$ cat config.mk
export PLATFORM = sky130hd
export DESIGN_NAME = fbx_mul
export DESIGN_NICKNAME = d
export VERILOG_FILES = /design/src/design/fbx_pkg.sv /design/src/design/fbx_mul.sv
export SDC_FILE = /design/constraint.sdc
export NUM_CORES = 2
export LEC_CHECK = 0
export BUFFER_PORTS_ARGS = -buffer_cell sky130_fd_sc_hd__buf_2
export CAP_MARGIN = 10
export CELL_PAD_IN_SITES_DETAIL_PLACEMENT = 0
export CELL_PAD_IN_SITES_GLOBAL_PLACEMENT = 1
export CORE_AREA = 2 2 260 262
export CTS_CLUSTER_SIZE = 30
export DETAILED_ROUTE_END_ITERATION = 10
export DIE_AREA = 0 0 262 264
export PLACE_DENSITY_LB_ADDON = 0.08
export SYNTH_ARGS = -nofsm -noshare
export SYNTH_HDL_FRONTEND = slang
export SYNTH_SLANG_ARGS = --single-unit
$ cat constraint.sdc
create_clock -name clk -period 22.2 [get_ports clk]
set_input_delay 2.22 -clock clk [delete_from_list [all_inputs] [get_ports clk]]
set_output_delay 2.22 -clock clk [all_outputs]
set_load 0.05 [all_outputs]
$ cat src/design/fbx_pkg.sv
// ----------------------------------------------------------------------------
// fbx_pkg
// shared types, constants and the stage table of the four-band crossover
// ----------------------------------------------------------------------------
package fbx_pkg;

  localparam int DEF_CHANNELS    = 64;
  localparam int DEF_SAMPLE_BITS = 24;
  localparam int DEF_COEF_BITS   = 32;

  localparam int STAGES      = 14;
  localparam int STATE_BITS  = 48;
  localparam int COEF_FRAC   = 30;
  localparam int STATE_SHIFT = 13;
  localparam int CFG_AW      = 6;
  localparam int CFG_DW      = 64;
  localparam int CHAN_BITS   = 6;
  localparam int MUL_A_BITS  = 34;

  // register indexes
  localparam logic [2:0] REG_LOW_POLES  = 3'd0;
  localparam logic [2:0] REG_LOW_GAINS  = 3'd1;
  localparam logic [2:0] REG_MID_POLES  = 3'd2;
  localparam logic [2:0] REG_MID_GAINS  = 3'd3;
  localparam logic [2:0] REG_HIGH_POLES = 3'd4;
  localparam logic [2:0] REG_HIGH_GAINS = 3'd5;
  localparam logic [2:0] REG_SOLO_MASK  = 3'd6;

  typedef enum logic [1:0] {KIND_LP = 2'd0, KIND_HP = 2'd1, KIND_AP = 2'd2} kind_t;
  typedef enum logic [1:0] {XO_LOW = 2'd0, XO_MID = 2'd1, XO_HIGH = 2'd2} xo_t;
  typedef enum logic [1:0] {SRC_X = 2'd0, SRC_PREV = 2'd1, SRC_LO = 2'd2, SRC_HI = 2'd3} src_t;
  typedef enum logic [2:0] {
    DST_PREV  = 3'd0,
    DST_LO    = 3'd1,
    DST_HI    = 3'd2,
    DST_BAND0 = 3'd3,
    DST_BAND1 = 3'd4,
    DST_BAND2 = 3'd5,
    DST_BAND3 = 3'd6
  } dst_t;

  typedef struct packed {
    kind_t kind;
    xo_t   xo;
    src_t  src;
    dst_t  dst;
  } stage_info_t;

  typedef struct packed {
    logic [2:0][63:0] poles;
    logic [2:0][63:0] gains;
    logic [3:0]       solo;
  } cfg_t;

  // routing of the biquad tree, one entry per stage
  function automatic stage_info_t stage_info(input logic [3:0] idx);
    stage_info_t si;
    case (idx)
      4'd0:    si = '{KIND_LP, XO_MID,  SRC_X,    DST_PREV};
      4'd1:    si = '{KIND_LP, XO_MID,  SRC_PREV, DST_LO};
      4'd2:    si = '{KIND_HP, XO_MID,  SRC_X,    DST_PREV};
      4'd3:    si = '{KIND_HP, XO_MID,  SRC_PREV, DST_HI};
      4'd4:    si = '{KIND_AP, XO_HIGH, SRC_LO,   DST_LO};
      4'd5:    si = '{KIND_AP, XO_LOW,  SRC_HI,   DST_HI};
      4'd6:    si = '{KIND_HP, XO_LOW,  SRC_LO,   DST_PREV};
      4'd7:    si = '{KIND_HP, XO_LOW,  SRC_PREV, DST_BAND1};
      4'd8:    si = '{KIND_LP, XO_LOW,  SRC_LO,   DST_PREV};
      4'd9:    si = '{KIND_LP, XO_LOW,  SRC_PREV, DST_BAND0};
      4'd10:   si = '{KIND_LP, XO_HIGH, SRC_HI,   DST_PREV};
      4'd11:   si = '{KIND_LP, XO_HIGH, SRC_PREV, DST_BAND2};
      4'd12:   si = '{KIND_HP, XO_HIGH, SRC_HI,   DST_PREV};
      4'd13:   si = '{KIND_HP, XO_HIGH, SRC_PREV, DST_BAND3};
      default: si = '{KIND_LP, XO_MID,  SRC_X,    DST_PREV};
    endcase
    return si;
  endfunction

  // round half up by 2^13 and saturate to a 48-bit state word
  function automatic logic signed [STATE_BITS-1:0] state_round(input logic signed [63:0] v);
    logic signed [63:0] r;
    logic signed [63:0] smax;
    logic signed [63:0] smin;
    smax = (64'sd1 <<< (STATE_BITS - 1)) - 64'sd1;
    smin = -smax - 64'sd1;
    r = (v + (64'sd1 <<< (STATE_SHIFT - 1))) >>> STATE_SHIFT;
    if (r > smax) begin
      r = smax;
    end else if (r < smin) begin
      r = smin;
    end
    return r[STATE_BITS-1:0];
  endfunction

endpackage

$ cat src/design/fbx_mul.sv
// ----------------------------------------------------------------------------
// fbx_mul
// shared signed multiplier, product registered and cast to 64 bits
// ----------------------------------------------------------------------------
module fbx_mul #(
  parameter int SAMPLE_BITS = fbx_pkg::DEF_SAMPLE_BITS
) (
  input  logic                                   clk,
  input  logic signed [fbx_pkg::MUL_A_BITS-1:0]  a,
  input  logic signed [SAMPLE_BITS-1:0]          b,
  output logic signed [63:0]                     prod
);

  logic signed [fbx_pkg::MUL_A_BITS+SAMPLE_BITS-1:0] full;

  assign full = a * b;

  always_ff @(posedge clk) begin
    prod <= 64'(full);
  end

endmodule

==> flow_summary.json <==
{
  "outcome": "complete, no violations",
  "avgRoutedWirePerCell_um": 21.4,
  "die_area_um2": 69200,
  "cap_violations": 0,
  "relSlewSlack_pct": 26.8,
  "fin_crit_ns": 9.88,
  "synth_top_cell_area_share_pct": 56.0,
  "hold_viol": 0,
  "cp-start-kind": "input pin",
  "crit_path_end_kind": "register",
  "rsz0062_at_grt": "false",
  "area_delta_synth_final_pct": 4.88,
  "antenna_found_initial": 3,
  "netlist_area_um2": 29600,
  "place_hpwl_um": 66300,
  "htree_levels": 3,
  "cts.clk_slew.worst_paths_ns": 0.07,
  "hp-start": "a[0]",
  "grt.total_usage_pct": 26.7,
  "synth_mux_area_share_pct": 0,
  "drive_gt1_share_pct": 5.17,
  "syn_area_per_cell_um2": 9.38,
  "clk_path_buf_depth": 2,
  "grt_max_degree": 35,
  "vias_per_cell": 5.11,
  "synth_seq_area_share_pct": 3.93,
  "synth-simple-area-share_pct": 15.6,
  "cts_resized": 0,
  "synth_seq_cells": 58,
  "synth_async_sr_flop_share_pct": 0,
  "ant_nets": 0,
  "grt_overflow_total": 0,
  "synthFlopType": "dfxtp_1",
  "row_count": 95,
  "path_max_fanout": 34,
  "fin_setup_tns_ns": 0,
  "worst_slew_pin_slew_ns": 1.10,
  "synth_xor_area_share_pct": 1.87,
  "ys_types": 62,
  "cp.required_ns": 22.51,
  "min_path_type": "in2reg",
  "grt_first_pass_wirelength_um": 138000,
  "via_count": 20500,
  "crit_arrival_ns": 10.19,
  "io_pins": 123,
  "synth_cells": 3153,
  "largest_register_ffs": 58,
  "period_share_pct": 44.5,
  "grt_pass1_vias": 23800,
  "min_to": "prod[0]$_DFF_P_",
  "yosys_warnings": 0,
  "coreArea_um2": 66600,
  "top_regs": "prod: 58 flops",
  "drt_first_pass_iters": 5,
  "synth_edf_count": 0,
  "cts_root_buf": "clkbuf_16",
  "first_iter_violations": 1149,
  "min_path_cells": 3,
  "max_freq_mhz": 101,
  "gp_congestion": 0.908,
  "port_buffers": 122,
  "drv_slew": 0,
  "cts_tree": "done",
  "die_x_um": 262,
  "postCtsHoldBufs": 0,
  "die_y_um": 264,
  "synth-compound-area-share_pct": 3.88,
  "synth_top_family_by_area": "adder cells",
  "layout.nets": 4169,
  "post-cts-setup-buffer-count": 0,
  "cts_made_buffers": 9,
  "drc": 0,
  "synthTopCellsByArea": "fa_1 (56%), inv_1 (10%), and2_1 (8.1%), ha_1 (6.5%), nand2_1 (5.5%)",
  "initial_core_util_pct": 44.4,
  "regMostFlops": "prod",
  "wirelength_um": 86000,
  "numClockSinks": 58,
  "finalSetupViolations": 0,
  "synthAdderAreaFrac_pct": 62.5,
  "worst-setup-path-type": "in2reg",
  "yosys.area.top_type": "fa_1",
  "synthesis.nets": 4193
}
worst max-delay path by stage:
stage / end / depth (start not counted) / from
floorplan: prod[56]$_DFF_P_ / 24 / a[33]
CTS: prod[57]$_DFF_P_ / 23 / b[9]
detailed placement: prod[57]$_DFF_P_ / 23 / b[9]
finish: prod[57]$_DFF_P_ / 23 / b[9]
global route: prod[57]$_DFF_P_ / 23 / b[9]
global placement: prod[57]$_DFF_P_ / 23 / b[9]
routing by layer:
metal	track usage [%]	wire, um	vias up	share of wire [%]
li1	-	-	8926	-
met2	47.6	44900	502	52
met4	7.57	2330	2	2.7
met1	34.4	35000	11000	41
met5	0	16	-	0.019
met3	2.41	3690	99	4.3
layout make-up:
class | instances | area (um^2)
Antenna cell | 2 | 5.00
Clock buffer | 9 | 225
Clock inverter | 7 | 103
Fill cell | 6545 | 35500
Inverter | 789 | 2960
Multi-Input combinational cell | 2142 | 24800
Sequential cell | 58 | 1160
Tap cell | 873 | 1090
Timing Repair Buffer | 129 | 663
cell usage after synthesis (2+ instances only):
cell type,number
a211oi_1,5
a21o_1,27
a21oi_1,52
a221oi_1,2
a31oi_1,4
and2_1,383
and3_1,4
and4_1,3
buf_1,2
buf_2,5
buf_4,6
clkbuf_1,151
dfxtp_1,58
fa_1,827
ha_1,154
inv_1,788
nand2_1,433
nand2b_1,12
nand3_1,12
nand4_1,10
nor2_1,57
nor2b_1,7
nor3_1,3
o211ai_1,3
o21a_1,11
o21ai_0,17
o21ai_1,9
o21bai_1,7
o31a_1,2
o31ai_1,6
xnor2_1,41
xor2_1,22
worst max-delay path: stages:
cell       delay [ns]
buf_2            0.81
nand2_1          0.18
fa_1             0.56
fa_1             0.55
inv_1            0.05
fa_1             0.48
fa_1             0.56
fa_1             0.43
fa_1             0.50
inv_1            0.06
fa_1             0.49
inv_1            0.05
ha_1             0.46
nand4_2          0.21
or2_4            0.32
nor4_4           0.23
o21ai_1          0.15
o2111ai_2        0.16
nor2_1           0.22
o31ai_1          0.85
a311oi_1         0.30
o21ai_1          0.22
xnor2_1          0.12
cells by family after synthesis:
group,count (synthesis)
adder cells (fa/ha/maj),981
buffers and inverters,953
AND/OR/NAND/NOR,931
AO/OA/AOI/OAI,167
XOR/XNOR,63
flip-flops,58
cells in the final DEF, fill, tap and decap left out, types with 4 or more instances in the layout:
| master | synthesis | layout |
|---|---|---|
| o21bai_1 | 7 | 7 |
| and3_1 | 4 | 4 |
| nand2_1 | 433 | 433 |
| xor2_1 | 22 | 22 |
| a21o_1 | 27 | 27 |
| nand3_1 | 12 | 12 |
| buf_4 | 6 | 7 |
| o31ai_1 | 6 | 6 |
| a211oi_1 | 5 | 5 |
| inv_1 | 788 | 788 |
| xnor2_1 | 41 | 41 |
| nand4_1 | 10 | 10 |
| and2_1 | 383 | 383 |
| buf_2 | 5 | 122 |
| nand2b_1 | 12 | 12 |
| o21a_1 | 11 | 11 |
| o21ai_0 | 17 | 17 |
| o21ai_1 | 9 | 9 |
| a21oi_1 | 52 | 52 |
| nor2_1 | 57 | 57 |
| ha_1 | 154 | 154 |
| nor2b_1 | 7 | 7 |
| clkbuf_16 | 0 | 9 |
| a31oi_1 | 4 | 4 |
| fa_1 | 827 | 827 |
| dfxtp_1 | 58 | 58 |
stage by stage:
step | setup WS [ns] | area, um^2 | std cells | util [%] | hold WS [ns]
floorplan | 13.42 | 29600 | 3153 | - | 2.35
global placement | 12.03 | 30700 | 3991 | 46.1 | 2.69
detailed placement | 11.95 | 30700 | 3991 | 46.1 | 2.69
CTS | 12.35 | 31000 | 4007 | 46.6 | 2.44
global route | 12.00 | 31000 | 4007 | 46.6 | 2.47
finish | 12.33 | 31000 | 4009 | 46.6 | 2.44
Power is left out: the tool's default activity adds up to more than one toggle a clock period on the data nets, which glitch-free logic cannot reach.
