### config.mk
export PLATFORM = sky130hd
export DESIGN_NAME = fbx_regs
export DESIGN_NICKNAME = d
export VERILOG_FILES = /design/src/design/fbx_pkg.sv /design/src/design/fbx_regs.sv
export SDC_FILE = /design/constraint.sdc
export NUM_CORES = 1
export LEC_CHECK = 0
export BUFFER_PORTS_ARGS = -buffer_cell sky130_fd_sc_hd__buf_2
export CELL_PAD_IN_SITES_DETAIL_PLACEMENT = 0
export CELL_PAD_IN_SITES_GLOBAL_PLACEMENT = 1
export CORE_UTILIZATION = 30
export DETAILED_ROUTE_END_ITERATION = 8
export PLACE_DENSITY = 0.66
export SLEW_MARGIN = 20
export SYNTH_ARGS = -nofsm -noshare
export SYNTH_HDL_FRONTEND = slang
export SYNTH_SLANG_ARGS = --single-unit
### constraint.sdc
create_clock -name clk -period 1.94 [get_ports clk]
set_input_delay 0.388 -clock clk [delete_from_list [all_inputs] [get_ports clk]]
set_output_delay 0.388 -clock clk [all_outputs]
set_load 0.05 [all_outputs]
### src/design/fbx_pkg.sv
// ----------------------------------------------------------------------------
// fbx_pkg
// shared types, constants and the stage table of the four-band crossover
// ----------------------------------------------------------------------------
package fbx_pkg;

  localparam int DEF_CHANNELS    = 64;
  localparam int DEF_SAMPLE_BITS = 24;
  localparam int DEF_COEF_BITS   = 32;

  localparam int STAGES      = 14;
  localparam int STATE_BITS  = 48;
  localparam int COEF_FRAC   = 30;
  localparam int STATE_SHIFT = 13;
  localparam int CFG_AW      = 6;
  localparam int CFG_DW      = 64;
  localparam int CHAN_BITS   = 6;
  localparam int MUL_A_BITS  = 34;

  // register indexes
  localparam logic [2:0] REG_LOW_POLES  = 3'd0;
  localparam logic [2:0] REG_LOW_GAINS  = 3'd1;
  localparam logic [2:0] REG_MID_POLES  = 3'd2;
  localparam logic [2:0] REG_MID_GAINS  = 3'd3;
  localparam logic [2:0] REG_HIGH_POLES = 3'd4;
  localparam logic [2:0] REG_HIGH_GAINS = 3'd5;
  localparam logic [2:0] REG_SOLO_MASK  = 3'd6;

  typedef enum logic [1:0] {KIND_LP = 2'd0, KIND_HP = 2'd1, KIND_AP = 2'd2} kind_t;
  typedef enum logic [1:0] {XO_LOW = 2'd0, XO_MID = 2'd1, XO_HIGH = 2'd2} xo_t;
  typedef enum logic [1:0] {SRC_X = 2'd0, SRC_PREV = 2'd1, SRC_LO = 2'd2, SRC_HI = 2'd3} src_t;
  typedef enum logic [2:0] {
    DST_PREV  = 3'd0,
    DST_LO    = 3'd1,
    DST_HI    = 3'd2,
    DST_BAND0 = 3'd3,
    DST_BAND1 = 3'd4,
    DST_BAND2 = 3'd5,
    DST_BAND3 = 3'd6
  } dst_t;

  typedef struct packed {
    kind_t kind;
    xo_t   xo;
    src_t  src;
    dst_t  dst;
  } stage_info_t;

  typedef struct packed {
    logic [2:0][63:0] poles;
    logic [2:0][63:0] gains;
    logic [3:0]       solo;
  } cfg_t;

  // routing of the biquad tree, one entry per stage
  function automatic stage_info_t stage_info(input logic [3:0] idx);
    stage_info_t si;
    case (idx)
      4'd0:    si = '{KIND_LP, XO_MID,  SRC_X,    DST_PREV};
      4'd1:    si = '{KIND_LP, XO_MID,  SRC_PREV, DST_LO};
      4'd2:    si = '{KIND_HP, XO_MID,  SRC_X,    DST_PREV};
      4'd3:    si = '{KIND_HP, XO_MID,  SRC_PREV, DST_HI};
      4'd4:    si = '{KIND_AP, XO_HIGH, SRC_LO,   DST_LO};
      4'd5:    si = '{KIND_AP, XO_LOW,  SRC_HI,   DST_HI};
      4'd6:    si = '{KIND_HP, XO_LOW,  SRC_LO,   DST_PREV};
      4'd7:    si = '{KIND_HP, XO_LOW,  SRC_PREV, DST_BAND1};
      4'd8:    si = '{KIND_LP, XO_LOW,  SRC_LO,   DST_PREV};
      4'd9:    si = '{KIND_LP, XO_LOW,  SRC_PREV, DST_BAND0};
      4'd10:   si = '{KIND_LP, XO_HIGH, SRC_HI,   DST_PREV};
      4'd11:   si = '{KIND_LP, XO_HIGH, SRC_PREV, DST_BAND2};
      4'd12:   si = '{KIND_HP, XO_HIGH, SRC_HI,   DST_PREV};
      4'd13:   si = '{KIND_HP, XO_HIGH, SRC_PREV, DST_BAND3};
      default: si = '{KIND_LP, XO_MID,  SRC_X,    DST_PREV};
    endcase
    return si;
  endfunction

  // round half up by 2^13 and saturate to a 48-bit state word
  function automatic logic signed [STATE_BITS-1:0] state_round(input logic signed [63:0] v);
    logic signed [63:0] r;
    logic signed [63:0] smax;
    logic signed [63:0] smin;
    smax = (64'sd1 <<< (STATE_BITS - 1)) - 64'sd1;
    smin = -smax - 64'sd1;
    r = (v + (64'sd1 <<< (STATE_SHIFT - 1))) >>> STATE_SHIFT;
    if (r > smax) begin
      r = smax;
    end else if (r < smin) begin
      r = smin;
    end
    return r[STATE_BITS-1:0];
  endfunction

endpackage

### src/design/fbx_regs.sv
// ----------------------------------------------------------------------------
// fbx_regs
// apb register file holding the crossover coefficients and the solo mask
// ----------------------------------------------------------------------------
module fbx_regs (
  input  logic                       clk,
  input  logic                       rst,
  input  logic                       psel,
  input  logic                       penable,
  input  logic                       pwrite,
  input  logic [fbx_pkg::CFG_AW-1:0] paddr,
  input  logic [fbx_pkg::CFG_DW-1:0] pwdata,
  output logic [fbx_pkg::CFG_DW-1:0] prdata,
  output logic                       pready,
  output fbx_pkg::cfg_t              cfg
);

  logic [2:0] idx;
  logic       wr;

  assign idx    = paddr[fbx_pkg::CFG_AW-1:3];
  assign wr     = psel && penable && pwrite;
  assign pready = 1'b1;

  always_ff @(posedge clk) begin
    if (rst) begin
      cfg <= '0;
    end else if (wr) begin
      case (idx)
        fbx_pkg::REG_LOW_POLES:  cfg.poles[0] <= pwdata;
        fbx_pkg::REG_LOW_GAINS:  cfg.gains[0] <= pwdata;
        fbx_pkg::REG_MID_POLES:  cfg.poles[1] <= pwdata;
        fbx_pkg::REG_MID_GAINS:  cfg.gains[1] <= pwdata;
        fbx_pkg::REG_HIGH_POLES: cfg.poles[2] <= pwdata;
        fbx_pkg::REG_HIGH_GAINS: cfg.gains[2] <= pwdata;
        fbx_pkg::REG_SOLO_MASK:  cfg.solo     <= pwdata[3:0];
        default: ;
      endcase
    end
  end

  always_comb begin
    case (idx)
      fbx_pkg::REG_LOW_POLES:  prdata = cfg.poles[0];
      fbx_pkg::REG_LOW_GAINS:  prdata = cfg.gains[0];
      fbx_pkg::REG_MID_POLES:  prdata = cfg.poles[1];
      fbx_pkg::REG_MID_GAINS:  prdata = cfg.gains[1];
      fbx_pkg::REG_HIGH_POLES: prdata = cfg.poles[2];
      fbx_pkg::REG_HIGH_GAINS: prdata = cfg.gains[2];
      fbx_pkg::REG_SOLO_MASK:  prdata = {60'd0, cfg.solo};
      default:                 prdata = '0;
    endcase
  end

endmodule

==> results.md <==
- Final WL: 78500 µm
- Worst r2r dst: cfg[249]
- Area of the multi-input gates: 11300 µm²
- Final Cell Area: 28100 µm²
- Most common cell after layout, fill and taps aside: buf_2
- Longest Clk Path Bufs: 3
- Power per cell area: 697 nW/µm²
- Worst EP required: 1550 ps
- Avg WL per Cell: 23.3 µm
- Warnings, synthesis: 0
- Residual DRC: 0
- Dpl cells: 3171
- First-pass detailed-route iteration total: 5
- Syn_area_per_cell: 9.71 µm²
- Clk sink count: 388
- Number of top-level pins: 528
- Power, Total: 19.6 mW
- Status: finished with violations
- Synth-to-Final Area Change: 53.6%
- Initial core utilization: 30.3%
- Worst Skew: 0 ps
- Filler instances: 5603
- All-Layer GR Usage: 24.1%
- PnR worst setup slack: -237 ps
- Hold Path End: cfg[382]
- Reg2reg setup slack: 1120 ps
- Met3 Use GR: 5.91%
- Rows: 90
- Final Core Density: 46.6%
- RSZ-0062 raised after global routing: yes
- Layout Cells excl Fill: 3368
- Via density: 5.16
- Pleak: 13.1 nW
- Reg2reg path depth: 4
- Max rail drop VDD: 615 µV
- Placer Congestion: 0.843
- Sequential area share after synthesis: 42.5%
- HP Start: pwdata[58]
- Max stage delay on crit path: 450 ps
- Worst-path fanout max: 2
- Post-synthesis cell type count: 37
- Core area: 60200 µm²
- Most flop-heavy register: cfg
- Die Width: 249 µm
- Final setup viols: 51
- Layout cell share with drive strength beyond 1: 49.6%
- Hold path cells: 3
- Post-DP HPWL: 53200 µm
- Synth Register Bits: 388
- Largest register FFs: 388
- Reg-to-reg startpoint: cfg[249]
- Hold Path Class: primary input to flop
- CP Cell Sequence: mux4_2 > mux2_4 > buf_8
- Crit Path Class: flop to output pin
- DRT iter0 DRCs: 961
- Die H: 249 µm
- WP depth: 3
- Worst path top cell family by delay: multiplexers
- Antenna violations before repair: 5
- Max Clk Rate: 459 MHz
- Post-route minimum period: 2180 ps
- Antenna-violating nets left: 0
- H-Tree Depth: 2
- IO Port Bufs: 523
- First-pass GRT wire length: 114000 µm
- Share of async-settable or async-resettable flops after synthesis: 0%
- Vias in the first global route: 17.4k
- Pin count of the biggest net entering global routing: 93
- Worst path buffer plus inverter count: 1
- Most frequent cells in the layout: buf_2 (455), nand2b_1 (325), mux2i_1 (288)
- Worst-skew pair later-pin latency: 550 ps
- DP Worst Slack: -357 ps
- CP startpoint kind: flop
- Sequential cell area: 7910 µm²
- Grt met1 use: 29.9%
- EDFF count, synth: 0
- Nets: 2623
- Failing checks: negative setup slack
- Post-DP Area: 23800 µm²
- Mapped Area: 18300 µm²
- Worst path slowest cell: mux4_2
- Count of final hold-check violations: 0
- CP Capture Type: output pin
- Worst-path clk slew: 60 ps
- TritonCTS buffer count: 46
- Ys flop type: dfxtp_1
- Final Max Tran Viols: 0
- CTS tree: yes
- Period utilization: 112%
- DIE AREA: 61900 µm²
- Post-synthesis cell count: 1882
- Mapped Nets: 1957
- WP data arrival: 1790 ps
- Max Cap Viol: 0
- Most used routing layer: met2
- Routed via count: 17.4k
- Root Buffer: clkbuf_16
- Largest registers in the final layout: cfg: 388 flops
- Routing usage on met2: 40.4%
- GRT overflow: 0
==> through the flow <==
step / hold slack, ps / TNS, ps
after detailed placement: 474 / -35610
after global routing: 80.0 / -6760
after global placement: 471 / -33660
after CTS: 48.5 / -5580
final: 82.5 / -4290
after floorplan: 536 / -2010
==> power breakdown <==
| group | internal, mW | total [mW] | switching, mW | leakage (nW) |
|---|---|---|---|---|
| Sequential | 8.03 | 8.08 | 0.0539 | 3.19 |
| Combinational | 0.982 | 2.47 | 1.49 | 9.13 |
| Clock | 5.55 | 9.03 | 3.48 | 0.764 |
| Total | 14.6 | 19.6 | 5.02 | 13.1 |
==> layout make-up <==
class                   count  share of cell area [%]
diodes                      4                  0.0357
clock buffers              70                    4.78
clock inverters            12                   0.775
inverters                   4                  0.0624
multi-input cells        1310                    40.2
flip-flops and latches    388                    28.2
well taps                 782                    3.49
repair buffers            798                    22.5
==> cells by family after synthesis <==
family          Yosys count  synth area share, %
flops                   388                 42.5
mux                     414                 23.4
other cells               1               0.0205
compound gates          399                 12.8
buf+inv                 184                 5.22
simple gates            496                 16.0
==> how the worst max path moves through the flow <==
| stage | start | end | slack (ps) |
|---|---|---|---|
| 3_5_place_dp | paddr[3] | cfg[234] | -360 |
| 3_3_place_gp | paddr[3] | cfg[239] | -370 |
| 4_1_cts | cfg[71] | prdata[3] | -270 |
| 6_report | cfg[71] | prdata[3] | -240 |
| 2_1_floorplan | paddr[3] | prdata[10] | -110 |
| 5_1_grt | cfg[71] | prdata[3] | -290 |
==> worst min-delay path: cells and delay by family <==
kind / cells / cell delay [ps]
buffers and inverters: 1 / 110
and+or+nand+nor: 1 / 60
AOI/OAI and AO/OA: 1 / 50
==> cell usage after synthesis, drive strengths merged (3+ instances only) <==
library cell | n | area share (%)
nand2b | 327 | 11
o21ai | 143 | 3.9
a22oi | 47 | 1.9
nand3 | 129 | 3.6
inv | 4 | 0.082
a221oi | 27 | 1.3
mux2 | 99 | 6.1
buf | 94 | 3.4
a21oi | 152 | 4.2
dfxtp | 388 | 43
nor2 | 3 | 0.12
mux2i | 314 | 17
clkbuf | 86 | 1.8
o221a | 3 | 0.18
nor2b | 3 | 0.10
a32oi | 5 | 0.24
nand2 | 27 | 0.72
o221ai | 22 | 1.1
==> timing repair <==
item	CTS	global route
cloned	7	4
resized for setup	370	107
endpoints found under the hold margin	0	0
endpoints found under the setup margin	64	64
pin swaps	36	42
setup buffers	77	26
hold buffers	0	0
==> per-layer routing <==
metal,up-vias,part of all wire [%]
met5,-,0
met2,611,48
met4,0,3.4
met1,8577,42
li1,8049,-
met3,140,7.4
Note: power is estimated with default switching activity, not from simulation.
